==> config.mk <==
export PLATFORM = sky130hd
export DESIGN_NAME = led_fade_wave_engine
export DESIGN_NICKNAME = d
export VERILOG_FILES = /design/src/rtl/lfwe_pkg.sv /design/src/rtl/lfwe_serial_div.sv /design/src/rtl/led_fade_wave_engine.sv
export SDC_FILE = /design/constraint.sdc
export NUM_CORES = 1
export LEC_CHECK = 0
export ABC_AREA = 1
export BUFFER_PORTS_ARGS = -buffer_cell sky130_fd_sc_hd__buf_2
export CORE_ASPECT_RATIO = 1.75
export CORE_UTILIZATION = 60
export CTS_BUF_LIST = sky130_fd_sc_hd__clkbuf_8 sky130_fd_sc_hd__clkbuf_16
export CTS_CLUSTER_DIAMETER = 80
export DETAILED_ROUTE_END_ITERATION = 7
export PLACE_DENSITY = 0.85
export SLEW_MARGIN = 20
export SYNTH_ARGS = -nofsm -noshare
export SYNTH_HDL_FRONTEND = slang
export SYNTH_HIERARCHICAL = 1
export SYNTH_SLANG_ARGS = --single-unit
export TNS_END_PERCENT = 5
==> constraint.sdc <==
create_clock -name clk -period 12.2 [get_ports clk]
set_clock_uncertainty 0.15 [all_clocks]
set_input_delay 2.44 -clock clk [delete_from_list [all_inputs] [get_ports clk]]
set_output_delay 2.44 -clock clk [all_outputs]
set_load 0.03 [all_outputs]
==> src/rtl/lfwe_pkg.sv <==
`timescale 1ns / 1ps
`default_nettype none
// ----------------------------------------------------------------------------
// LED fade engine package
// Shared widths, item kinds, fade directions and register indexes.
// ----------------------------------------------------------------------------
package lfwe_pkg;

	localparam int LEVEL_BITS_DEF = 8;
	localparam int PORT_LEVEL_BITS = 8;
	localparam int DUR_BITS = 16;
	localparam int KIND_BITS = 3;
	localparam int DIR_BITS = 2;
	localparam int CFG_IDX_BITS = 2;

	typedef logic [KIND_BITS-1:0] kind_t;
	typedef logic [DIR_BITS-1:0] dir_t;
	typedef logic [CFG_IDX_BITS-1:0] cfg_idx_t;

	localparam kind_t KIND_TICK = 3'd0;
	localparam kind_t KIND_FADE_LEVEL = 3'd1;
	localparam kind_t KIND_FADE_MAX = 3'd2;
	localparam kind_t KIND_FADE_MIN = 3'd3;
	localparam kind_t KIND_TOGGLE = 3'd4;
	localparam kind_t KIND_WAVE = 3'd5;

	localparam dir_t DIR_IDLE = 2'd0;
	localparam dir_t DIR_UP = 2'd1;
	localparam dir_t DIR_DOWN = 2'd2;

	localparam cfg_idx_t CFG_MIN_LEVEL = 2'd0;
	localparam cfg_idx_t CFG_MAX_LEVEL = 2'd1;

	typedef struct packed {
		logic start;
		logic done;
	} div_ctl_t;

endpackage
`default_nettype wire

==> src/rtl/lfwe_serial_div.sv <==
`timescale 1ns / 1ps
`default_nettype none
// ----------------------------------------------------------------------------
// LED fade engine serial divider
// Restoring divider that shifts in one dividend bit and produces one quotient
// bit per cycle.
// ----------------------------------------------------------------------------
module lfwe_serial_div #(
	parameter int DEND_BITS = 24,
	parameter int DSOR_BITS = lfwe_pkg::DUR_BITS
) (
	input  wire                   clk,
	input  wire                   arst_n,
	input  wire                   start,
	input  wire [DEND_BITS-1:0]   dividend,
	input  wire [DSOR_BITS-1:0]   divisor,
	output lfwe_pkg::div_ctl_t    status,
	output logic [DEND_BITS-1:0]  quotient
);

	localparam int CNT_BITS = $clog2(DEND_BITS + 1);

	logic [DSOR_BITS-1:0] rem_q;
	logic [DEND_BITS-1:0] quo_q;
	logic [CNT_BITS-1:0]  cnt_q;
	logic                 busy_q;
	logic                 done_q;
	logic [DSOR_BITS:0]   trial;
	logic [DSOR_BITS:0]   diff;
	logic                 fits;

	assign trial = {rem_q, quo_q[DEND_BITS-1]};
	assign diff = trial - {1'b0, divisor};
	assign fits = trial >= {1'b0, divisor};

	always_ff @(posedge clk or negedge arst_n) begin
		if (!arst_n) begin
			busy_q <= 1'b0;
			done_q <= 1'b0;
			cnt_q <= '0;
		end else begin
			done_q <= 1'b0;
			if (start) begin
				busy_q <= 1'b1;
				cnt_q <= CNT_BITS'(DEND_BITS);
			end else if (busy_q) begin
				cnt_q <= cnt_q - 1'b1;
				if (cnt_q == CNT_BITS'(1)) begin
					busy_q <= 1'b0;
					done_q <= 1'b1;
				end
			end
		end
	end

	always_ff @(posedge clk) begin
		if (start) begin
			rem_q <= '0;
			quo_q <= dividend;
		end else if (busy_q) begin
			rem_q <= fits ? diff[DSOR_BITS-1:0] : trial[DSOR_BITS-1:0];
			quo_q <= {quo_q[DEND_BITS-2:0], fits};
		end
	end

	assign status.start = busy_q;
	assign status.done = done_q;
	assign quotient = quo_q;

endmodule
`default_nettype wire

==> src/rtl/led_fade_wave_engine.sv <==
`timescale 1ns / 1ps
`default_nettype none
// ----------------------------------------------------------------------------
// LED fade and wave engine
// Linear brightness fader with fade commands, toggle and repeating waves.
// ----------------------------------------------------------------------------
// Every accepted item gives one result. A command, or a tick while no fade
// is running, goes straight to the output state and enters the output
// register once the output slot is free. A tick during a fade passes through
// the load, divide, finish and output states, the bit-serial divider working
// out one quotient bit of full_scale * elapsed / duration per cycle. A tick
// during a fade with a zero duration skips the divider: load, finish, output.
// One item is worked on at a time; the next can be taken in the cycle after
// the previous result enters the output register, while that result may still
// wait there. The user must write the limit registers only while the block is
// idle; the block itself does not enforce this.
module led_fade_wave_engine #(
	parameter int LEVEL_BITS = lfwe_pkg::LEVEL_BITS_DEF
) (
	input  wire                                  clk,
	input  wire                                  arst_n,
	input  wire                                  in_valid,
	output logic                                 in_ready,
	input  wire  [lfwe_pkg::KIND_BITS-1:0]       kind,
	input  wire  [lfwe_pkg::PORT_LEVEL_BITS-1:0] level,
	input  wire  [lfwe_pkg::DUR_BITS-1:0]        duration_ms,
	input  wire  [lfwe_pkg::DUR_BITS-1:0]        wave_count,
	output logic                                 out_valid,
	input  wire                                  out_ready,
	output logic [lfwe_pkg::PORT_LEVEL_BITS-1:0] brightness,
	output logic [lfwe_pkg::DIR_BITS-1:0]        fade_state,
	output logic                                 waving,
	input  wire                                  cfg_valid,
	output logic                                 cfg_ready,
	input  wire  [lfwe_pkg::CFG_IDX_BITS-1:0]    cfg_index,
	input  wire  [lfwe_pkg::PORT_LEVEL_BITS-1:0] cfg_data
);

	localparam int DW = lfwe_pkg::DUR_BITS;
	localparam int L = LEVEL_BITS;
	localparam int QW = L + DW;
	localparam logic [QW-1:0] FULL_Q = QW'((2 ** L) - 1);

	localparam logic [2:0] ST_IDLE = 3'd0;
	localparam logic [2:0] ST_LOAD = 3'd1;
	localparam logic [2:0] ST_DIV = 3'd2;
	localparam logic [2:0] ST_FIN = 3'd3;
	localparam logic [2:0] ST_OUT = 3'd4;

	logic [2:0]           state_q, n_state;
	logic [L-1:0]         min_q, max_q;
	logic [L-1:0]         cur_q, n_cur;
	lfwe_pkg::dir_t       dir_q, n_dir;
	logic [L-1:0]         start_q, n_start;
	logic [L-1:0]         target_q, n_target;
	logic [DW-1:0]        elapsed_q, n_elapsed;
	logic [DW-1:0]        dur_q, n_dur;
	logic [DW-1:0]        waves_q, n_waves;
	logic                 forever_q, n_forever;
	logic                 out_valid_q;
	logic [lfwe_pkg::PORT_LEVEL_BITS-1:0] bright_q;
	lfwe_pkg::dir_t       fstate_q;
	logic                 waving_q;

	logic                 do_fade;
	logic [L-1:0]         goal;
	logic [DW-1:0]        fade_dur;
	logic                 is_waving;
	logic                 slot_free;
	logic                 div_start;
	logic [QW-1:0]        dividend;
	logic [QW-1:0]        quotient;
	lfwe_pkg::div_ctl_t   div_status;
	logic [QW-1:0]        units;
	logic [QW:0]          up_next;
	logic [QW:0]          dn_next;
	logic [QW:0]          start_e, target_e, min_e, max_e;
	logic                 time_up;
	logic                 up_done;
	logic                 dn_done;
	logic [L-1:0]         level_in;

	assign is_waving = (waves_q != '0) || forever_q;
	assign slot_free = !out_valid_q || out_ready;
	assign in_ready = (state_q == ST_IDLE);
	assign cfg_ready = 1'b1;
	assign level_in = L'(level);

	assign dividend = {elapsed_q, {L{1'b0}}} - QW'(elapsed_q);
	assign div_start = (state_q == ST_LOAD) && (dur_q != '0);

	lfwe_serial_div #(
		.DEND_BITS(QW),
		.DSOR_BITS(DW)
	) u_div (
		.clk(clk),
		.arst_n(arst_n),
		.start(div_start),
		.dividend(dividend),
		.divisor(dur_q),
		.status(div_status),
		.quotient(quotient)
	);

	assign units = (dur_q == '0) ? FULL_Q : quotient;
	assign start_e = (QW + 1)'(start_q);
	assign target_e = (QW + 1)'(target_q);
	assign min_e = (QW + 1)'(min_q);
	assign max_e = (QW + 1)'(max_q);
	assign up_next = start_e + {1'b0, units};
	assign dn_next = start_e - {1'b0, units};
	assign time_up = elapsed_q >= dur_q;
	assign up_done = (up_next >= target_e) || time_up || (up_next >= max_e);
	assign dn_done = ({1'b0, units} > start_e) || (dn_next <= target_e) || time_up ||
		(dn_next <= min_e);

	always_comb begin
		n_state = state_q;
		n_cur = cur_q;
		n_dir = dir_q;
		n_start = start_q;
		n_target = target_q;
		n_elapsed = elapsed_q;
		n_dur = dur_q;
		n_waves = waves_q;
		n_forever = forever_q;
		do_fade = 1'b0;
		goal = max_q;
		fade_dur = duration_ms;
		case (state_q)
			ST_IDLE: begin
				if (in_valid) begin
					n_state = ST_OUT;
					case (kind)
						lfwe_pkg::KIND_TICK: begin
							if (dir_q != lfwe_pkg::DIR_IDLE) begin
								if (elapsed_q != {DW{1'b1}}) begin
									n_elapsed = elapsed_q + 1'b1;
								end
								n_state = ST_LOAD;
							end
						end
						lfwe_pkg::KIND_FADE_LEVEL: begin
							do_fade = 1'b1;
							goal = level_in;
						end
						lfwe_pkg::KIND_FADE_MAX: begin
							do_fade = 1'b1;
							goal = max_q;
						end
						lfwe_pkg::KIND_FADE_MIN: begin
							do_fade = 1'b1;
							goal = min_q;
						end
						lfwe_pkg::KIND_TOGGLE: begin
							do_fade = 1'b1;
							goal = (cur_q > min_q) ? min_q : max_q;
						end
						lfwe_pkg::KIND_WAVE: begin
							do_fade = 1'b1;
							goal = max_q;
							n_forever = (wave_count == '0);
							n_waves = wave_count;
						end
						default: begin
						end
					endcase
				end
			end
			ST_LOAD: begin
				n_state = (dur_q == '0) ? ST_FIN : ST_DIV;
			end
			ST_DIV: begin
				if (div_status.done) begin
					n_state = ST_FIN;
				end
			end
			ST_FIN: begin
				n_state = ST_OUT;
				fade_dur = dur_q;
				case (dir_q)
					lfwe_pkg::DIR_UP: begin
						if (up_done) begin
							n_cur = target_q;
							n_dir = lfwe_pkg::DIR_IDLE;
							if (is_waving) begin
								do_fade = 1'b1;
								goal = min_q;
								if (waves_q != '0) begin
									n_waves = waves_q - 1'b1;
								end
							end
						end else begin
							n_cur = up_next[L-1:0];
						end
					end
					lfwe_pkg::DIR_DOWN: begin
						if (dn_done) begin
							n_cur = target_q;
							n_dir = lfwe_pkg::DIR_IDLE;
							if (is_waving) begin
								do_fade = 1'b1;
								goal = max_q;
							end
						end else begin
							n_cur = dn_next[L-1:0];
						end
					end
					default: begin
						n_dir = lfwe_pkg::DIR_IDLE;
					end
				endcase
			end
			ST_OUT: begin
				if (slot_free) begin
					n_state = ST_IDLE;
				end
			end
			default: begin
				n_state = ST_IDLE;
			end
		endcase
		if (do_fade) begin
			if (goal == n_cur) begin
				n_dir = lfwe_pkg::DIR_IDLE;
			end else begin
				n_dir = (goal > n_cur) ? lfwe_pkg::DIR_UP : lfwe_pkg::DIR_DOWN;
				n_start = n_cur;
				n_target = goal;
				n_elapsed = '0;
				n_dur = fade_dur;
			end
		end
	end

	always_ff @(posedge clk or negedge arst_n) begin
		if (!arst_n) begin
			state_q <= ST_IDLE;
			min_q <= '0;
			max_q <= L'(8'd255);
			cur_q <= '0;
			dir_q <= lfwe_pkg::DIR_IDLE;
			start_q <= '0;
			target_q <= '0;
			elapsed_q <= '0;
			dur_q <= '0;
			waves_q <= '0;
			forever_q <= 1'b0;
			out_valid_q <= 1'b0;
		end else begin
			state_q <= n_state;
			cur_q <= n_cur;
			dir_q <= n_dir;
			start_q <= n_start;
			target_q <= n_target;
			elapsed_q <= n_elapsed;
			dur_q <= n_dur;
			waves_q <= n_waves;
			forever_q <= n_forever;
			if (cfg_valid && (cfg_index == lfwe_pkg::CFG_MIN_LEVEL)) begin
				min_q <= L'(cfg_data);
			end
			if (cfg_valid && (cfg_index == lfwe_pkg::CFG_MAX_LEVEL)) begin
				max_q <= L'(cfg_data);
			end
			if ((state_q == ST_OUT) && slot_free) begin
				out_valid_q <= 1'b1;
			end else if (out_ready) begin
				out_valid_q <= 1'b0;
			end
		end
	end

	always_ff @(posedge clk) begin
		if ((state_q == ST_OUT) && slot_free) begin
			bright_q <= lfwe_pkg::PORT_LEVEL_BITS'(cur_q);
			fstate_q <= dir_q;
			waving_q <= is_waving;
		end
	end

	assign out_valid = out_valid_q;
	assign brightness = bright_q;
	assign fade_state = fstate_q;
	assign waving = waving_q;

endmodule
`default_nettype wire
# Word level (Yosys, flattened, before mapping)
# Index checks and enable logic that the tools add are counted.
dict set report word_totals {
  mem_bits_rw 0
  rom_bits 0
  out_inout_bits 14
  in_bits 58
  elab_cells 154
  memories 0
  register_bits 153
  latchBits 0
}
dict set report classes {
  eq_ne 25
  reduce_logical 31
  bitwise_logic 2
  div 0
  shifts 0
  multipliers 0
  order_cmp 9
  addsub 7
  mux 60
}
# cell n
set ops {}
lappend ops {{2-to-1 mux 16 bit} 14}
lappend ops {{2-to-1 mux 24 bit} 3}
lappend ops {{2-to-1 mux 8 bit} 8}
lappend ops {{greater-or-equal comparator 25 x 8 -> 1 bit} 2}
lappend ops {{less-or-equal comparator 25 x 8 -> 1 bit} 2}
lappend ops {{logical NOT 16 bit} 2}
lappend ops {{one-hot mux 16 bit (2 select lines)} 1}
lappend ops {{one-hot mux 8 bit (2 select lines)} 2}
lappend ops {{nonzero test 16 bit} 2}
lappend ops {{adder 8 x 24 -> 25 bit} 1}
lappend ops {{subtractor 8 x 24 -> 25 bit} 1}
lappend ops {{greater-than comparator 24 x 8 -> 1 bit} 1}
lappend ops {{one-hot mux 8 bit (3 select lines)} 1}
lappend ops {{subtractor 24 x 16 -> 24 bit} 1}
lappend ops {{greater-or-equal comparator 17 x 16 -> 1 bit} 1}
lappend ops {{adder 16 x 1 -> 16 bit, second input constant} 1}
lappend ops {{greater-or-equal comparator 16 bit} 1}
lappend ops {{greater-than comparator 8 bit} 2}
lappend ops {{inequality test 16 bit, second input constant} 1}
lappend ops {{subtractor 16 x 1 -> 16 bit, second input constant} 1}
lappend ops {{subtractor 16 bit} 1}
lappend ops {{2-to-1 mux 3 bit} 5}
lappend ops {{one-hot mux 3 bit (5 select lines)} 1}
lappend ops {{2-to-1 mux 1 bit} 14}
lappend ops {{26 further kinds} 65}

# Depth between registers and ports, before layout
# Gate-level depths: netlist (run 1).
dict set report depth {
  depth_word 14
  ltp_mapped 48
  mapped_depth_nobuf 43
}

# By module
# Netlist (run 1), hierarchy kept.
# mod area_per_inst_um2 cells_per_inst instances seq_area_each_um2
set modules_own_cells {}
lappend modules_own_cells {led_fade_wave_engine 9741.8 1411 1 2717.6}
lappend modules_own_cells {lfwe_serial_div 3308.2 481 1 1216.2}

# Worst setup path after synthesis (run 1)
# No wires, ideal clock.
dict set report synth_path {
  path_kind {reg2reg}
  start {register dur_q[1]}
  end {register dur_q[10]}
  stages_incl_launch_ff 47
  n_path_buf 4
  synth_period_minus_slack_ps 5958
  t_required_ps 11933
  path_slack_ps 6242
  arrival_ps 5691
  cell_sequence {dfrtp_1 > nor2_1 > nand2_1 > nor2_2 > nand2_4 > inv_2 > clkbuf_1 > or2_2 > ha_1 > fa_1 > nand3_1 > nand2_1 > a21oi_1 > nor2_1 > nor2_1 > xor2_1 > ha_1 > a21o_1 > [... 11 more ...] > buf_6 > nand2_8 > buf_6 > nand2_1 > nand3_1 > nand2_1 > nand2_1 > ha_1 > nand2_1 > inv_1 > nand3_1 > nor4_1 > inv_1 > nand2_4 > nor2_4 > buf_4 > nand2_1 > nand2_1}
}
dict set report synth_between {
  elab_chain_cells 13
}
# element line_no
set synth_lines {}
lappend synth_lines {{start: declaration} led_fade_wave_engine.sv:57} ;# logic [DW-1:0] dur_q, n_dur;
lappend synth_lines {{start signal: assignment} led_fade_wave_engine.sv:257} ;# dur_q <= n_dur;
lappend synth_lines {{logical NOT 16 bit} led_fade_wave_engine.sv:105} ;# assign units = (dur_q == '0) ? FULL_Q : quotient;
lappend synth_lines {{2-to-1 mux 24 bit} led_fade_wave_engine.sv:105}
lappend synth_lines {{subtractor 8 x 24 -> 25 bit} led_fade_wave_engine.sv:111} ;# assign dn_next = start_e - {1'b0, units};
lappend synth_lines {{less-or-equal comparator 25 x 8 -> 1 bit} led_fade_wave_engine.sv:114} ;# assign dn_done = ({1'b0, units} > start_e) || (dn_next <= target_e) || time_up ||
lappend synth_lines {{logical OR 1 bit (3 in a row)} led_fade_wave_engine.sv:114}
lappend synth_lines {{2-to-1 mux 8 bit} led_fade_wave_engine.sv:198} ;# if (dn_done) begin
lappend synth_lines {{one-hot mux 8 bit (2 select lines)} led_fade_wave_engine.sv:181} ;# case (dir_q)
lappend synth_lines {{2-to-1 mux 8 bit} led_fade_wave_engine.sv:130} ;# case (state_q)
lappend synth_lines {{equality test 8 bit} led_fade_wave_engine.sv:224} ;# if (goal == n_cur) begin
lappend synth_lines {{inverter 1 bit (no source line)} --}
lappend synth_lines {{AND reduction 3 bit (no source line) *} --}
# Every way passes the cells marked *; elsewhere a longest branch is shown, timed or not.
# A chain may end at the register's enable or synchronous reset.

# Worst setup path in the final report (run 1)
dict set report layout_path {
  start {register dur_q[1]}
  end {register dur_q[8]}
}
# element line_no
set layout_lines {}
lappend layout_lines {{logical NOT 16 bit} led_fade_wave_engine.sv:105}
lappend layout_lines {{2-to-1 mux 24 bit} led_fade_wave_engine.sv:105}
lappend layout_lines {{adder 8 x 24 -> 25 bit} led_fade_wave_engine.sv:110} ;# assign up_next = start_e + {1'b0, units};
lappend layout_lines {{greater-or-equal comparator 25 x 8 -> 1 bit} led_fade_wave_engine.sv:113} ;# assign up_done = (up_next >= target_e) || time_up || (up_next >= max_e);
lappend layout_lines {{logical OR 1 bit} led_fade_wave_engine.sv:113}
lappend layout_lines {{logical OR 1 bit *} led_fade_wave_engine.sv:113}
lappend layout_lines {{2-to-1 mux 8 bit *} led_fade_wave_engine.sv:183} ;# if (up_done) begin
lappend layout_lines {{2-to-1 mux 8 bit *} --}
lappend layout_lines {{one-hot mux 8 bit (2 select lines) *} led_fade_wave_engine.sv:130}
lappend layout_lines {{named net goal[5]} led_fade_wave_engine.sv:66} ;# logic [L-1:0] goal;
lappend layout_lines {{equality test 8 bit *} led_fade_wave_engine.sv:224}
lappend layout_lines {{inverter 1 bit (no source line) *} --}
lappend layout_lines {{AND reduction 3 bit (no source line) *} --}
# The timed path passes the listed nets; every way through them passes the cells marked *.

==> reports/qor.yml, run 1 <==
routed_wl_mm: 38.7
avgSynthCellArea_um2: 6.90
switching_share_pct: 52.3
path_clk_slew_ns: 0.07
slowest_stage: "a21oi_4"
yosysWarnings: 6
first_global_vias: 12800
internal_power_mw: 1.97
seqPwrFrac_pct: 23.1
clkLatencyLatePin_ns: 0.44
io_pins: 72
routabilityCongestion: 1.08
port_buffers: 70
cp.arrival_ns: 7.35
powerDensity_mw_per_mm2: 292
wl_per_cell_um: 17.2
drive_above_1_share_pct: 10.2
grt_max_degree: 78
post_dp_cell_area_mm2: 0.0135
reg2reg_slack_ns: 5.03
r2r_cells: 38
drc: 0
fmax_ghz: 0.139
clockBufferDepth: 2
final-hold-violation-count: 0
grt_pass1_wl_mm: 62.7
power_leakage_nw: 7.43
worst_pin_slew_ns: 1.07
hp-class: "reg -> reg"
holdPathStages: 2
overflow: 0
dr.pass1.iters: 8
dp_hpwl_mm: 30.2
ant_nets: 0
n_antenna_cell: 0
cp-start-kind: "register"
setup_viol: 0
area_delta_synth_final_pct: 8.32
rows: 71
outcome: "complete, no violations"
worstHoldEndpoint: "u_div/rem_q[7]"
period_share_pct: 58.8
pwr-share-clk_pct: 13.2
cts_tree: "built"
p_comb_share_pct: 63.7
report.final.slew_viol_count: 0
period_minus_slack_ns: 7.17
cap_viol_max_count: 0
min_from: "u_div/rem_q[7]"
cts_hold_buffers: 0
die_x_um: 113
clkSinkCount: 153
syn_inst: 1891
initial_core_util_pct: 60.9
core_region_area_mm2: 0.0214
peakVddDrop_uv: 228
num_vias: 12800
cts_root_buf: "clkbuf_16"
ctsResizeCount: 0
slowest_delay_ns: 0.61
max_slew_margin_pct: 28.4
dieArea_mm2: 0.0224
crit_required_ns: 12.37
rsz0062_at_grt: "false"
critical_path_peak_fanout: 27
seq_area_mm2: 0.00393
cts_setup_buffers: 0
drt_iter0_markers: 998
synth_nets: 2064
antenna_found_initial: 0
crit_top_cell: "nand2_1"
r2r-end: "dur_q[8]"
chipHeight_um: 197
final_nets: 2113
multi_input_area_mm2: 0.00776
cts_inserted_buffers: 17
criticalPathCategory: "reg -> reg"
tns_ns: 0
fin_area_mm2: 0.0141
htreeDepth: 4
r2r-start: "dur_q[1]"
vias_per_cell: 5.72
end_kind: "register"
switchingPower_mw: 2.16
fillCellCount: 1887
synthesis.area_mm2: 0.0130
grtUsageTotal_pct: 36.5
placed cells by master, fill, tap and decap left out, types with 16 or more instances in the layout:
master and count:
nor2_1 157, edfxtp_1 35, nand3_1 142, clkbuf_16 17, a21oi_1 75, nor3_1 28
buf_2 69, dfrtp_1 94, xor2_1 39, o21ai_0 73, nand2_1 568, nand4_1 34
ha_1 112, inv_1 269, dfxtp_1 16
worst max-delay path: cells and delay by family, from the launching register on:
family	cells	cell delay, ns
and+or+nand+nor	28	3.52
adders and majority gates	4	1.23
AOI/OAI and AO/OA	4	1.23
DFF	1	0.45
xor gates and xnor gates	1	0.25
buffers and inverters	1	0.19
metal layers:
layer,GRT usage [%],part of all wire [%],up-vias
met5,0,0,-
met4,29.7,8.5,0
met3,5.22,3.9,173
met2,67.7,53,464
met1,35.4,35,5999
li1,-,-,6201
flip-flops by register name (all words and copies together) (netlist names):
register / count
waving: 1
start_q: 8
dir_q: 2
u_div/cnt_q: 5
out_valid: 1
dur_q: 16
forever_q: 1
fade_state: 2
min_q: 8
elapsed_q: 16
cur_q: 8
u_div/busy_q: 1
max_q: 8
u_div/quotient: 24
state_q: 3
target_q: 8
brightness: 8
u_div/done_q: 1
waves_q: 16
u_div/rem_q: 16
power by group through the flow:
stage               Clock, mW  Combinational, mW  Sequential (mW)
floorplan                   0               1.95            0.920
global placement            0               2.50            0.943
detailed placement          0               2.57            0.951
CTS                     0.546               2.58            0.944
global route            0.566               2.96            0.972
finish                  0.546               2.63            0.951
cell type report:
cell class              count  area share [%]
inverters                 287            7.63
multi-input cells        1407            55.0
clock buffers              18            3.11
flip-flops and latches    153            27.8
well taps                 292            2.59
repair buffers             74            2.74
clock inverters            14            1.13
per-stage QoR:
| step | hold WS, ns | util (%) | power (mW) | std cells | worst slack [ns] |
|---|---|---|---|---|---|
| after global routing | 0.347 | 66.0 | 4.49 | 2245 | 4.37 |
| after CTS | 0.325 | 66.0 | 4.07 | 2245 | 5.13 |
| final | 0.327 | 66.0 | 4.12 | 2245 | 5.03 |
| after floorplan | 0.275 | - | 2.87 | 1891 | 6.24 |
| after global placement | 0.305 | 63.2 | 3.44 | 2213 | 5.37 |
| after detailed placement | 0.314 | 63.2 | 3.52 | 2213 | 5.16 |
worst max path at each step:
| stage | cells past startpoint | endpoint | from | slack, ns |
|---|---|---|---|---|
| floorplan | 46 | dur_q[10] | dur_q[1] | 6.24 |
| global placement | 42 | dur_q[12] | dur_q[1] | 5.37 |
| detailed placement | 42 | dur_q[6] | dur_q[1] | 5.16 |
| CTS | 42 | dur_q[6] | dur_q[1] | 5.13 |
| global route | 42 | dur_q[10] | dur_q[1] | 4.37 |
| finish | 38 | dur_q[8] | dur_q[1] | 5.03 |
No activity file was read; power rests on OpenSTA's default activity.
==> inputs of run 2 (changes only) <==
Settings changed: CORE_UTILIZATION 60 to 57, PLACE_DENSITY 0.85 to 0.84.
Clock period 12.2 ns to 6 ns, I/O delays scaled along.
==> reports/qor.yml, run 2 (synthesis results as in run 1) <==
outcome: "complete, no violations"
min_from: "cur_q[0]"
r2r_cells: 41  # +7.9%
fmax_ghz: 0.168  # +21%
cts_root_buf: "clkbuf_16"
powerDensity_mw_per_mm2: 592  # +100%
slowest_delay_ns: 0.35  # -0.26 ns
clkLatencyLatePin_ns: 0.46  # +0.02 ns
clkSinkCount: 153  # unchanged
rsz0062_at_grt: "true"
num_vias: 13300  # +3.6%
placed_cells: 2268  # +2.5%
post_layout_nonfiller_instances: 2315  # +3.1%
hp-class: "reg -> reg"
port_buffers: 70  # unchanged
core_region_area_mm2: 0.0223  # +3.9%
crit_top_cell: "nor2_1"
rows: 72  # +1.4%
power_leakage_nw: 7.81  # +5.2%
antenna_found_initial: 0  # unchanged
grt_pass1_wl_mm: 64.4  # +2.7%
dr.pass1.iters: 7  # -1
drc: 0  # unchanged
max_slew_margin_pct: 31.7  # +3.3 points
criticalPathCategory: "reg -> reg"
initial_core_util_pct: 58.6  # -2.3 points
final_nets: 2179  # +3.1%
vias_per_cell: 5.74  # +0.43%
cp-start-kind: "register"
report.final.slew_viol_count: 0  # unchanged
tns_ns: 0  # unchanged
chipHeight_um: 202  # +2.6%
grt_max_degree: 66  # -15%
die_x_um: 116  # +2.6%
cts_inserted_buffers: 17  # unchanged
cts_tree: "built"
clockBufferDepth: 2  # unchanged
worstHoldEndpoint: "brightness[0]"
io_pins: 72  # unchanged
dieArea_mm2: 0.0235  # +5.2%
end_kind: "register"
final-hold-violation-count: 0  # unchanged
setup_viol: 0  # unchanged
cp.arrival_ns: 6.18  # -1.17 ns
crit_required_ns: 6.24  # -6.13 ns
cp_top_family: "simple AND/OR/NAND/NOR gates"
routabilityCongestion: 1.06  # -2.1%
mostFrequentLayoutCells: "nand2_1, inv_1, nor2_1, nand3_1, ha_1"
period_share_pct: 99.0  # +40 points
final_common_cell: "nand2_1"
path_clk_slew_ns: 0.06  # about the same
htreeDepth: 4  # unchanged
n_antenna_cell: 0  # unchanged
reg2reg_slack_ns: 0.06  # -4.97 ns
area_delta_synth_final_pct: 14.5
peakVddDrop_uv: 507  # +120%
drt_iter0_markers: 1010  # +1.2%
wl_per_cell_um: 17.7  # +2.6%
grtUsageTotal_pct: 36.1  # -0.39 points
largest_register_ffs: 24  # unchanged
worst_pin_slew_ns: 1.02  # -0.0488 ns
drive_above_1_share_pct: 15.1  # +4.9 points
overflow: 0  # unchanged
routed_wl_mm: 40.9  # +5.8%
whs_ns: 0.310  # -0.0168 ns
period_minus_slack_ns: 5.94  # -1.23 ns
dp_hpwl_mm: 30.8  # +1.9%
post-place-ws_ns: -0.427  # -5.59 ns
cts_hold_buffers: 0  # unchanged
fillCellCount: 1939  # +2.8%
r2r-end: "target_q[0]"
slowest_stage: "dfrtp_1"
r2r-start: "dur_q[14]"
worst-path-buf-inv: 5  # +4
layout_setup_ws_ns: 0.0599  # -4.97 ns
critical_path_peak_fanout: 5  # -81%
holdPathStages: 0  # -2
cap_viol_max_count: 0  # unchanged
ant_nets: 0  # unchanged
first_global_vias: 13300  # +3.2%
[run 2: cell types whose count changed in the layout (fill, tap and decap cells not counted), sizes merged]
cell,delta
buf,+64
clkbuf,+5
bufinv,-2
clkinv,-2
clkinvlp,-2
a21oi,+1
inv,+1
nand2,+1
[run 2: how the worst max path moves through the flow]
stage / from / to / slack, ns / cells past startpoint
final: dur_q[14] / target_q[0] / 0.06 / 41
after global routing: dur_q[4] / target_q[0] / -0.23 / 42
after CTS: dur_q[14] / dur_q[10] / 0.004 / 45
after detailed placement: dur_q[15] / dur_q[10] / -0.43 / 42
after global placement: dur_q[14] / dur_q[15] / -0.24 / 42
after floorplan: dur_q[1] / dur_q[10] / 0.04 / 46
[run 2: final cells by class]
type | count | area (um^2) | area share [%]
clock buffer | 23 | 519 | 3.48
clock inverter | 9 | 58.8 | 0.394
inverter | 287 | 1080 | 7.22
multi-input combinational | 1409 | 8020 | 53.8
sequential | 153 | 3930 | 26.4
tap | 296 | 370 | 2.48
timing repair buffer | 138 | 945 | 6.33
[run 2: worst reg2reg max path: cells and delay by family (launching register included)]
family	cells	cell delay [ns]
AND/OR/NAND/NOR	27	2.53
flip-flops	1	0.35
adder cells (fa/ha/maj)	4	1.13
buffers and inverters	5	0.66
XOR/XNOR	1	0.26
AO/OA/AOI/OAI	4	0.77
[run 2: metal layers]
metal | up-vias | share of wire [%] | GRT usage [%]
li1 | 6326 | - | -
met1 | 6120 | 33 | 34.3
met2 | 578 | 50 | 62.6
met3 | 270 | 5.9 | 7.68
met4 | 0 | 11 | 33.7
met5 | - | 0 | 0
[run 2: metrics by stage]
step	instance area, um^2	util, %	total power, mW
3_5_place_dp	13900	62.6	7.35
5_1_grt	14900	67.1	9.60
4_1_cts	14600	65.8	8.51
3_3_place_gp	13900	62.6	7.20
2_1_floorplan	13000	-	5.84
6_report	14900	67.1	8.84
[run 2: what timing repair did]
| action | CTS | global route |
|---|---|---|
| pin swaps | 5 | 22 |
| gates resized for setup | 6 | 53 |
| cloned | 1 | 1 |
| endpoints found under the setup margin | 43 | 50 |
| buffers inserted | 9 | 5 |
[run 2: report_power, final]
part           leakage (nW)  switching [mW]  internal (mW)  total [mW]
clock network         0.301           0.454          0.610        1.06
logic                  5.74            3.73           2.13        5.86
registers              1.77           0.361           1.55        1.91
total                  7.81            4.55           4.29        8.84
==> inputs of run 3 (changes only) <==
Settings changed: ABC_CLOCK_PERIOD_IN_PS set to 6000, CELL_PAD_IN_SITES_DETAIL_PLACEMENT set to 1, CELL_PAD_IN_SITES_GLOBAL_PLACEMENT set to 2, CORE_UTILIZATION 57 to 32, PLACE_DENSITY 0.84 to 0.83.
==> reports/qor.yml, run 3 (synthesis results as in run 1) <==
outcome: "complete, no violations"
criticalPathCategory: "reg -> reg"
end_kind: "register"
post-place-ws_ns: -0.363  # +0.0636 ns
critical_path_peak_fanout: 8  # +3
hp-class: "reg -> reg"
switching_share_pct: 51.9  # +0.40 points
crit_required_ns: 6.19  # -0.05 ns
grtUsageTotal_pct: 23.5  # -13 points
die_x_um: 155  # +33%
vias_per_cell: 5.17  # -10%
clkLatencyLatePin_ns: 0.46  # about the same
r2r-end: "target_q[4]"
slowest_delay_ns: 0.37  # +0.02 ns
drive_above_1_share_pct: 18.9  # +3.8 points
clkSinkCount: 153  # unchanged
holdPathStages: 0  # unchanged
final_common_cell: "nand2_1"
ant_nets: 0  # unchanged
seqPwrFrac_pct: 20.2  # -1.4 points
io_pins: 72  # unchanged
drt_iter0_markers: 500  # -50%
power_leakage_nw: 7.93  # +1.6%
routabilityCongestion: 0.909  # -14%
rsz0062_at_grt: "true"
final-hold-violation-count: 0  # unchanged
core_region_area_mm2: 0.0401  # +80%
cp-start-kind: "register"
port_buffers: 70  # unchanged
clockBufferDepth: 2  # unchanged
dp_hpwl_mm: 37.9  # +23%
final_nets: 2198  # +0.87%
tns_ns: 0  # unchanged
reg2reg_slack_ns: 0.04  # -0.02 ns
antenna_found_initial: 1  # +1
largest_register_ffs: 24  # unchanged
cp.arrival_ns: 6.15  # -0.03 ns
area_delta_synth_final_pct: 20.3
chipHeight_um: 269  # +33%
internal_power_mw: 4.57  # +6.6%
mostFrequentLayoutCells: "nand2_1, inv_1, nor2_1, nand3_1, ha_1"
p_comb_share_pct: 67.5  # +1.2 points
dr.pass1.iters: 4  # -3
layout_setup_ws_ns: 0.0438  # -0.0162 ns
drc: 0  # unchanged
min_from: "cur_q[0]"
num_vias: 13100  # -1.4%
seq_area_mm2: 0.00393  # unchanged
rows: 97  # +35%
period_share_pct: 99.3  # +0.27 points
period_minus_slack_ns: 5.96  # +0.0162 ns
cts_root_buf: "clkbuf_16"
final_util_pct: 39.2  # -28 points
worstHoldEndpoint: "brightness[0]"
overflow: 0  # unchanged
grt_pass1_wl_mm: 74.7  # +16%
power.total_mw: 9.50  # +7.5%
r2r-start: "dur_q[4]"
htreeDepth: 4  # unchanged
cts_inserted_buffers: 17  # unchanged
first_global_vias: 14400  # +8.2%
multi_input_area_mm2: 0.00831  # +3.5%
pwr-share-clk_pct: 12.3  # +0.3 points
worst_pin_slew_ns: 1.08  # +0.0536 ns
switchingPower_mw: 4.93  # +8.4%
setup_viol: 0  # unchanged
powerDensity_mw_per_mm2: 606  # +2.3%
grt_max_degree: 75  # +14%
whs_ns: 0.314  # +0.00434 ns
cts_tree: "built"
path_clk_slew_ns: 0.08  # +0.02 ns
routed_wl_mm: 48.8  # +19%
initial_core_util_pct: 32.6  # -26 points
fillCellCount: 5071  # +160%
wl_per_cell_um: 19.2  # +8.9%
max_slew_margin_pct: 28.1  # -3.6 points
cts_hold_buffers: 0  # unchanged
dieArea_mm2: 0.0416  # +77%
cap_viol_max_count: 0  # unchanged
slowest_stage: "fa_2"
peakVddDrop_uv: 251  # -51%
report.final.slew_viol_count: 0  # unchanged
r2r_cells: 42  # +2.4%
fmax_ghz: 0.168  # -0.27%
run 3: cell types whose count changed in the layout (fill, tap and decap cells not counted), moves of 8 or more:
cell     before  now
buf_4        59   72
nor2_1      155  145
nor2_2       13   22
ha_4          5   13
nand2_2      24   41
ha_1        107   98
nand2_1     558  538
nand3_2      13   27
nand3_1     134  120
run 3: per-stage QoR:
stage | area (um^2) | cells
after floorplan | 13000 | 1891
after global placement | 14200 | 2462
after global routing | 15700 | 2534
final | 15700 | 2534
after detailed placement | 14200 | 2462
after CTS | 15200 | 2513
run 3: worst max-delay path: cells and delay by family, from the launching register on:
| family | cells | cell delay [ns] |
|---|---|---|
| AND/OR/NAND/NOR | 28 | 2.79 |
| adder cells (fa/ha/maj) | 4 | 1.15 |
| buffers and inverters | 6 | 0.68 |
| AO/OA/AOI/OAI | 3 | 0.37 |
| flip-flops | 1 | 0.36 |
| XOR/XNOR | 1 | 0.30 |
run 3: worst max-delay path by stage:
stage | startpoint | end | slack [ns] | cells past startpoint
4_1_cts | dur_q[4] | dur_q[7] | 0.001 | 45
3_3_place_gp | dur_q[12] | start_q[5] | -0.1 | 43
3_5_place_dp | dur_q[6] | start_q[2] | -0.36 | 42
5_1_grt | dur_q[13] | elapsed_q[4] | -0.27 | 42
2_1_floorplan | dur_q[1] | dur_q[10] | 0.04 | 46
6_report | dur_q[4] | target_q[4] | 0.04 | 42
run 3: layer usage:
layer  vias up  part of all wire [%]  GRT usage [%]
met5         -                     0              0
met2       224                    58           49.7
li1       6361                     -              -
met1      6391                    34           20.5
met4         0                   5.9           14.1
met3       127                   2.0           2.75
run 3: power groups by stage:
stage	Sequential (mW)	Combinational (mW)	Clock [mW]
floorplan	1.87	3.97	0
global placement	1.90	5.54	0
detailed placement	1.92	5.74	0
CTS	1.91	6.00	1.19
global route	1.97	7.16	1.23
finish	1.92	6.41	1.17
run 3: area by class of cell:
cell class / instances / share of cell area, %
Multi-Input combinational cell: 1408 / 52.9
Sequential cell: 153 / 25.1
Tap cell: 495 / 3.95
Clock buffer: 19 / 2.96
Inverter: 287 / 6.88
Antenna cell: 1 / 0.0159
Timing Repair Buffer: 158 / 7.22
Clock inverter: 13 / 0.981
run 3: what timing repair did:
item / in CTS / in global routing
endpoints found under the setup margin: 50 / 50
pin swaps: 32 / 52
gates resized for setup: 49 / 95
setup buffers: 20 / 17
cloned: 0 / 3
